## config.mk

```make
export PLATFORM = sky130hd
export DESIGN_NAME = tea_round
export DESIGN_NICKNAME = d
export VERILOG_FILES = /design/src/rtl/tea_pkg.sv /design/src/rtl/tea_round.sv
export SDC_FILE = /design/constraint.sdc
export NUM_CORES = 1
export LEC_CHECK = 0
export BUFFER_PORTS_ARGS = -buffer_cell sky130_fd_sc_hd__buf_2
export CAP_MARGIN = 20
export CORE_MARGIN = 5
export CORE_UTILIZATION = 50
export CTS_BUF_LIST = sky130_fd_sc_hd__clkbuf_2 sky130_fd_sc_hd__clkbuf_4 sky130_fd_sc_hd__clkbuf_8
export CTS_CLUSTER_SIZE = 16
export DETAILED_ROUTE_END_ITERATION = 10
export GPL_ROUTABILITY_DRIVEN = 0
export PLACE_DENSITY = 0.77
export SLEW_MARGIN = 5
export SYNTH_ARGS = -nofsm -noshare
export SYNTH_HDL_FRONTEND = slang
export SYNTH_SLANG_ARGS = --single-unit
```

## constraint.sdc

```tcl
create_clock -name clk -period 6.65 [get_ports clk]
set_input_delay 0 -clock clk [delete_from_list [all_inputs] [get_ports clk]]
set_output_delay 0 -clock clk [all_outputs]
set_load 0.1 [all_outputs]
```

## src/rtl/tea_pkg.sv

```systemverilog
// Shared types, constants and the round mixing function for the TEA engine.
package tea_pkg;

    // Cipher geometry.
    localparam int ROUNDS    = 32;
    localparam int WORD_W    = 32;
    localparam int CFG_IDX_W = 8;

    // Round constant and the starting sum for decryption.
    localparam logic [WORD_W-1:0] DELTA   = 32'h9e37_79b9;
    localparam logic [WORD_W-1:0] DEC_SUM = WORD_W'(64'(DELTA) * 64'(ROUNDS));

    // Key values after reset.
    localparam logic [WORD_W-1:0] KEY0_RESET = 32'h5a5a_dead;
    localparam logic [WORD_W-1:0] KEY1_RESET = 32'h5a5a_dead;
    localparam logic [WORD_W-1:0] KEY2_RESET = 32'h55aa_dead;
    localparam logic [WORD_W-1:0] KEY3_RESET = 32'h55aa_dead;

    // Configuration register indexes.
    localparam logic [CFG_IDX_W-1:0] REG_KEY0 = 8'd0;
    localparam logic [CFG_IDX_W-1:0] REG_KEY1 = 8'd1;
    localparam logic [CFG_IDX_W-1:0] REG_KEY2 = 8'd2;
    localparam logic [CFG_IDX_W-1:0] REG_KEY3 = 8'd3;

    // Command codes.
    localparam logic CMD_ENCRYPT = 1'b0;
    localparam logic CMD_DECRYPT = 1'b1;

    // The 128-bit key as four words.
    typedef struct packed {
        logic [WORD_W-1:0] k0;
        logic [WORD_W-1:0] k1;
        logic [WORD_W-1:0] k2;
        logic [WORD_W-1:0] k3;
    } key_t;

    // Payload that walks down the chain of round cells.
    typedef struct packed {
        logic              cmd;
        logic [WORD_W-1:0] l;
        logic [WORD_W-1:0] r;
        logic [WORD_W-1:0] sum;
    } pipe_t;

    // TEA mixing function of one half round.
    function automatic logic [WORD_W-1:0] tea_mix(
        input logic [WORD_W-1:0] x,
        input logic [WORD_W-1:0] sum,
        input logic [WORD_W-1:0] ka,
        input logic [WORD_W-1:0] kb
    );
        tea_mix = ((x << 4) + ka) ^ (x + sum) ^ ((x >> 5) + kb);
    endfunction

endpackage

```

## src/rtl/tea_round.sv

```systemverilog
// One TEA round cell: two registered half rounds, forward or inverse.
module tea_round
    import tea_pkg::*;
(
    input  logic  clk,
    input  logic  rst_n,
    input  key_t  key,
    input  logic  in_valid,
    input  pipe_t in_data,
    output logic  out_valid,
    output pipe_t out_data
);

    logic  half_valid_reg;
    pipe_t half_data_reg;
    pipe_t half_data_next;
    logic  full_valid_reg;
    pipe_t full_data_reg;
    pipe_t full_data_next;

    // First half: encrypt updates the left word, decrypt undoes the right word.
    always_comb
    begin
        half_data_next = in_data;
        if (in_data.cmd == CMD_DECRYPT)
        begin
            half_data_next.r = in_data.r - tea_mix(in_data.l, in_data.sum, key.k2, key.k3);
        end
        else
        begin
            half_data_next.l = in_data.l + tea_mix(in_data.r, in_data.sum, key.k0, key.k1);
        end
    end

    // Second half: the other word, then step the running sum for the next round.
    always_comb
    begin
        full_data_next = half_data_reg;
        if (half_data_reg.cmd == CMD_DECRYPT)
        begin
            full_data_next.l = half_data_reg.l
                - tea_mix(half_data_reg.r, half_data_reg.sum, key.k0, key.k1);
            full_data_next.sum = half_data_reg.sum - DELTA;
        end
        else
        begin
            full_data_next.r = half_data_reg.r
                + tea_mix(half_data_reg.l, half_data_reg.sum, key.k2, key.k3);
            full_data_next.sum = half_data_reg.sum + DELTA;
        end
    end

    // Valid bits are reset; payload registers simply follow.
    always_ff @(posedge clk or negedge rst_n)
    begin
        if (!rst_n)
        begin
            half_valid_reg <= 1'b0;
            full_valid_reg <= 1'b0;
        end
        else
        begin
            half_valid_reg <= in_valid;
            full_valid_reg <= half_valid_reg;
        end
    end

    always_ff @(posedge clk)
    begin
        half_data_reg <= half_data_next;
        full_data_reg <= full_data_next;
    end

    assign out_valid = full_valid_reg;
    assign out_data  = full_data_reg;

endmodule

```

==> results of run 1 <==
final timing paths:
path,from,to,slack (ns)
min,in_data[96],half_data_reg[93]$_DFF_P_,0.04
min reg2reg,half_valid_reg$_DFF_PN0_,out_valid$_DFF_PN0_,0.36
max,half_data_reg[1]$_DFF_P_,out_data[95]$_DFF_P_,0.74
min in group asynchronous,rst_n,out_valid$_DFF_PN0_,0.29
max in group asynchronous,rst_n,half_valid_reg$_DFF_PN0_,6.25
max reg2reg,half_data_reg[1]$_DFF_P_,out_data[95]$_DFF_P_,0.74
through the flow:
stage / std cells / setup WS (ns) / hold WS, ns / util
4_1_cts: 5115 / 0.827 / 0.0141 / 0.570
5_1_grt: 5128 / 0.0359 / 0.0563 / 0.570
3_5_place_dp: 4983 / 0.866 / -0.214 / 0.546
2_1_floorplan: 3868 / 1.94 / -0.296 / -
6_report: 5128 / 0.743 / 0.0447 / 0.570
3_3_place_gp: 4983 / 0.886 / -0.215 / 0.546
placed cells by master, fill, tap and decap left out, types with 29 or more instances in the layout:
master	n
sky130_fd_sc_hd__dlygate4sd3_1	100
sky130_fd_sc_hd__inv_1	116
sky130_fd_sc_hd__dfxtp_1	193
sky130_fd_sc_hd__o21bai_1	66
sky130_fd_sc_hd__o211ai_1	29
sky130_fd_sc_hd__xor2_1	125
sky130_fd_sc_hd__nand2b_1	55
sky130_fd_sc_hd__nor3_1	53
sky130_fd_sc_hd__nand4_1	43
sky130_fd_sc_hd__ha_1	504
sky130_fd_sc_hd__a211oi_1	43
sky130_fd_sc_hd__o21ai_0	245
sky130_fd_sc_hd__xnor2_1	590
sky130_fd_sc_hd__buf_2	325
sky130_fd_sc_hd__a21oi_1	396
sky130_fd_sc_hd__nand2_1	261
sky130_fd_sc_hd__mux2_2	49
sky130_fd_sc_hd__a31oi_1	45
sky130_fd_sc_hd__nor2b_1	34
sky130_fd_sc_hd__nor2_1	211
sky130_fd_sc_hd__o21a_1	57
sky130_fd_sc_hd__and3_1	42
sky130_fd_sc_hd__nand3_1	72
sky130_fd_sc_hd__a21o_1	250
cells in the mapped netlist (66+ instances only):
cell	count	area [sq um]
sky130_fd_sc_hd__o21ai_0	245	1230
sky130_fd_sc_hd__a21oi_1	396	1980
sky130_fd_sc_hd__o21bai_1	66	495
sky130_fd_sc_hd__ha_1	504	6310
sky130_fd_sc_hd__xnor2_1	590	5170
sky130_fd_sc_hd__inv_1	116	435
sky130_fd_sc_hd__a21o_1	250	1880
sky130_fd_sc_hd__nand2_1	261	980
sky130_fd_sc_hd__nor2_1	211	792
sky130_fd_sc_hd__dfxtp_1	194	3880
sky130_fd_sc_hd__nand3_1	72	360
sky130_fd_sc_hd__xor2_1	125	1090
what timing repair did:
| item | CTS | global route |
|---|---|---|
| resized for setup | 0 | 0 |
| setup buffers | 0 | 0 |
| hold buffers | 100 | 0 |
| hold endpoints to repair | 99 | 0 |
per-layer routing:
| metal | track usage | vias up |
|---|---|---|
| li1 | - | 15071 |
| met2 | 0.511 | 1823 |
| met5 | 0 | - |
| met1 | 0.429 | 14816 |
| met4 | 0.157 | 2 |
| met3 | 0.0578 | 387 |
cell families (layout without fill, tap and decap cells):
| kind of cell | Yosys count | in the layout |
|---|---|---|
| AOI/OAI and AO/OA | 1343 | 1343 |
| and+or+nand+nor | 860 | 860 |
| xor gates and xnor gates | 723 | 723 |
| adders and majority gates | 521 | 521 |
| DFF | 196 | 196 |
| buffers and inverters | 171 | 581 |
| muxes | 54 | 54 |
| other | 0 | 13 |
layout make-up:
type | count | area (sq um)
Sequential cell | 196 | 3940
Inverter | 116 | 435
Tap cell | 837 | 1050
Fill cell | 5731 | 26500
Antenna cell | 13 | 32.5
Clock inverter | 12 | 178
Clock buffer | 20 | 256
Multi-Input combinational cell | 3501 | 26600
Timing Repair Buffer | 433 | 2690
worst min-delay path: stages:
cell	delay, ns
sky130_fd_sc_hd__buf_2	0.09
sky130_fd_sc_hd__buf_4	0.27
sky130_fd_sc_hd__nand2_1	0.11
sky130_fd_sc_hd__o21ai_0	0.07
==> flow_summary.toml, run 1 <==
[status]
run_status = "finished clean"

[timing]
final.setup.tns_ns = 0
setup_viol_count_final = 0
rsz0062_at_grt = "no"
worstMarginPinSlew_ns = 0.882
hold_viol_final = 0
fin_worst_skew_ns = 0.0228
maxSlewViolCount = 0
max_clock_freq_ghz = 0.169
min_period_over_period = 0.888
finalCriticalPeriod_ns = 5.91
max-slew-margin-rel = 0.397

[detailed_routing]
routedWlPerCell_microns = 22.5
dr_wl_met3_mm = 13.7
via_per_inst = 6.26
routed_wirelength_mm = 115
dr_total_vias = 32099
drt.antenna.violating_nets = 0
detail_route.drc_violations = 0
detail_route.first_pass.iterations = 6
metal1_wirelength_mm = 45.6
wl_met2_mm = 49.6
top_signal_layer_used = "met5"
drt_first_iter_violations = 3435

[cells_and_area]
design.final.nets = 5014
final_cell_area_sq_um = 35200
post_route_cells_drive_above_1_share = 0.112
largest_register_ffs = 97
layout-area-overhead-vs-synth_pct = 12.8

[die]
coreArea_sq_um = 61700
io-pin-count = 326
area_enclosed_by_the_die_boundary_sq_um = 67500
die_width_microns = 260
die_height_microns = 260
floorplan.initialDensity = 0.505
floorplan.rows = 91

[clock_network]
worstSkewPairLatency_ns = 0.56
tritoncts = "done"
clk_pin_slew_ns = 0.11
tritoncts.num_buffers = 17
clk_root_buffer_cell = "sky130_fd_sc_hd__clkbuf_8"
htree_num_levels = 4
clk_path_buf_depth = 2
clk_sinks = 196

[critical_path]
cp_slowest_stage_delay_ns = 0.82
critPathMaxFanout = 6
reg2reg_depth = 23
required_ns = 7.14
critical-path-slowest-cell = "sky130_fd_sc_hd__a2111oi_0"
timing.critical_path.to_type = "register"
cpMostUsedCell = "sky130_fd_sc_hd__xnor2_1"
startpoint_type = "register"
worstPathCellList = "inv_1, fa_1, nor2b_1, o21a_1, o21ai_0, a2111oi_0, o31ai_1, nand2_1, xnor2_1, xnor2_1, xnor2_1, ha_1, o21ai_0, o21ai_0, a211oi_1, o31ai_1, a22oi_1, a211oi_1, o211ai_1, a211oi_1, nor4b_1, nor4_2, xnor2_1"
crit_type = "register to register"
worstSetupPathDepth = 23
path_delay_family = "compound AO/OA/AOI/OAI gates"
arrival_ns = 6.40
cp_num_buf_inv = 1

[global_routing]
grt_start_max_net_pins = 56
grt_pass1_vias = 30418
grt.total_usage = 0.324
grt.overflow.total = 0
grt_antenna_before_repair = 19
global_route_wire_length_before_repair_mm = 170

[synthesis]
postSynth.topFlopCell = "sky130_fd_sc_hd__dfxtp_1"
number_of_flops_mapped_to_enable_cells_by_yosys = 0
ys_seq_area_frac = 0.126
netlist_area_sq_um = 31200
synth_mux_area_frac = 0.0193
synth_top_family_by_area = "compound AO/OA/AOI/OAI gates"
synth-xor-area-share = 0.207
simple_gate_area_share_of_the_yosys_netlist = 0.132
synth_fa_ha_area_frac = 0.213
ff_latch_count_synth = 196
gate_count_after_technology_mapping = 3868
synth-warning-count = 0
asyncSetResetFlopFracSynth = 0.0102
synth-compound-area-share = 0.282
postSynthAreaPerCell_sq_um = 8.06
postSynthNetCount = 4617
distinct_cell_type_count_after_synthesis = 91

[worst_hold_path]
hold_depth = 4
worstHoldPathType = "input port to register"

[job]
max_cap_violations = 0

[placed_design]
io_buffer_count = 325
detailed_place_hpwl_mm = 96.4
total_placed_instance_area_sq_um = 33700
Power of run 1 is not shown: default switching activity piles up to over one toggle a cycle in this logic, so the estimate is an artifact.
==> run 2, diff against run 1 <==
CORE_UTILIZATION = 60   (was 50)
PLACE_DENSITY = 0.89   (was 0.77)
==> run 2 against run 1 <==
  * The run now ends with design-rule violations left
  * Critical path type unchanged
  * Flip-flop and latch count is the same
  * Non-clock buffer count fell by 6
  * Worst setup slack got worse by 0.32 ns
  * Sequential share of layout area up 0.084 points
  * Routed wire length fell by 0.26%
  * Via count rose by 3.1%
  * Die area down 16%
  * Worst hold slack worse by 0.032 ns
  * Clock-buffer cell count fell by 2
  * Fmax is 5.2% lower
  * Design area down 0.74%
  * Register-to-register slack got worse by 0.32 ns
==> flow_summary.toml, run 2 (synthesis gave the netlist of run 1 again) <==
[timing]
min_period_over_period = 0.937
fin_worst_skew_ns = 0.0263
rsz0062_at_grt = "no"
hold_viol_final = 0
final.setup.tns_ns = 0
setup_viol_count_final = 0
max_clock_freq_ghz = 0.160
maxSlewViolCount = 0
finalCriticalPeriod_ns = 6.23
max-slew-margin-rel = 0.334
worstMarginPinSlew_ns = 0.973

[detailed_routing]
dr_total_vias = 33097
drt.antenna.violating_nets = 0
via_per_inst = 6.66
drt_first_iter_violations = 3757
detail_route.drc_violations = 1
routed_wirelength_mm = 115
routedWlPerCell_microns = 23.1
detail_route.first_pass.iterations = 11

[job]
max_cap_violations = 0

[status]
failing_checks = "design-rule violations"
run_status = "complete, but fails checks"

[clock_network]
clk_root_buffer_cell = "sky130_fd_sc_hd__clkbuf_8"
clk_pin_slew_ns = 0.12
htree_num_levels = 4
postCtsResizedCells = 0
clk_path_buf_depth = 2
clk_sinks = 196
tritoncts.num_buffers = 17
cts_setup_buffers = 0
tritoncts = "done"
worstSkewPairLatency_ns = 0.53

[global_routing]
grt_start_max_net_pins = 78
grt.overflow.total = 0
grt.total_usage = 0.384
grt_antenna_before_repair = 15
global_route_wire_length_before_repair_mm = 173
grt_pass1_vias = 31756

[cells_and_area]
design.final.nets = 5008
fin_util = 0.679
layout-area-overhead-vs-synth_pct = 12.0
largest_register_ffs = 97
final_cell_area_sq_um = 34900
post_route_cells_drive_above_1_share = 0.112
final_common_cell = "sky130_fd_sc_hd__xnor2_1"
layout.cells.most_common_list = "590 x sky130_fd_sc_hd__xnor2_1, 504 x sky130_fd_sc_hd__ha_1, 396 x sky130_fd_sc_hd__a21oi_1"

[die]
coreArea_sq_um = 51400
io-pin-count = 326
floorplan.initialDensity = 0.607
die_height_microns = 238
die_width_microns = 238
floorplan.rows = 83
area_enclosed_by_the_die_boundary_sq_um = 56600

[critical_path]
arrival_ns = 6.69
crit_type = "register to register"
path_delay_family = "compound AO/OA/AOI/OAI gates"
worstPathCellList = "inv_1, fa_1, nor2b_1, o21a_1, o21ai_0, a2111oi_0, o31ai_1, nand2_1, xnor2_1, xnor2_1, xnor2_1, ha_1, o21ai_0, o21ai_0, a211oi_1, o31ai_1, a22oi_1, a211oi_1, o211ai_1, a211oi_1, nor4b_1, nor4_2, xnor2_1"
critical-path-slowest-cell = "sky130_fd_sc_hd__a2111oi_0"
startpoint_type = "register"
cp_slowest_stage_delay_ns = 0.88
cpMostUsedCell = "sky130_fd_sc_hd__xnor2_1"
critPathMaxFanout = 7
timing.critical_path.to_type = "register"
cp_num_buf_inv = 1
required_ns = 7.11

[placed_design]
io_buffer_count = 325
total_placed_instance_area_sq_um = 33500
detailed_place_hpwl_mm = 93.1

[worst_hold_path]
worstHoldPathType = "input port to register"
run 2: worst paths after layout:
check | start | end | slack, ns | cells past startpoint
min in group asynchronous | rst_n | half_valid_reg$_DFF_PN0_ | 0.31 | 3
worst max-delay path | half_data_reg[33]$_DFF_P_ | out_data[95]$_DFF_P_ | 0.42 | 23
worst max register to register | half_data_reg[33]$_DFF_P_ | out_data[95]$_DFF_P_ | 0.42 | 23
worst min register to register | half_valid_reg$_DFF_PN0_ | out_valid$_DFF_PN0_ | 0.37 | 0
worst min-delay path | key[96] | half_data_reg[64]$_DFF_P_ | 0.01 | 4
max in group asynchronous | rst_n | out_valid$_DFF_PN0_ | 6.22 | 3
run 2: final cells by class:
cell class,instances,area [sq um]
clock buffer,18,248
multi-input combinational,3501,26600
inverter,116,435
clock inverter,14,164
antenna,18,45.0
fill,4016,16500
timing repair buffer,427,2630
tap,680,851
sequential,196,3940
run 2: metrics by stage:
step,instances,hold slack [ns],setup slack (ns)
CTS,4952,0.00206,0.694
finish,4970,0.0132,0.419
detailed placement,4824,-0.213,0.738
global placement,4824,-0.215,0.947
global route,4961,0.0263,0.163
floorplan,3868,-0.296,1.94
run 2: metal layers:
layer,vias to the layer above,global-route usage,share of wire
met3,656,0.110,0.15
li1,15059,-,-
met1,15042,0.485,0.36
met2,2336,0.589,0.42
met5,-,0,0.00010
met4,4,0.215,0.071
run 2: worst reg2reg max path: cells and delay by family, from the launching register on:
| family | cells | cell delay, ns |
|---|---|---|
| xor gates and xnor gates | 4 | 0.58 |
| and+or+nand+nor | 4 | 0.67 |
| adders and majority gates | 2 | 0.85 |
| buffers and inverters | 1 | 0.11 |
| AOI/OAI and AO/OA | 12 | 3.43 |
| DFF | 1 | 0.53 |
run 2: repair_timing:
item                       in CTS  in global routing
hold buffers                   96                  0
hold endpoints to repair       96                  0
setup endpoints to repair       0                  0
Power of run 2 is left out for the same reason.
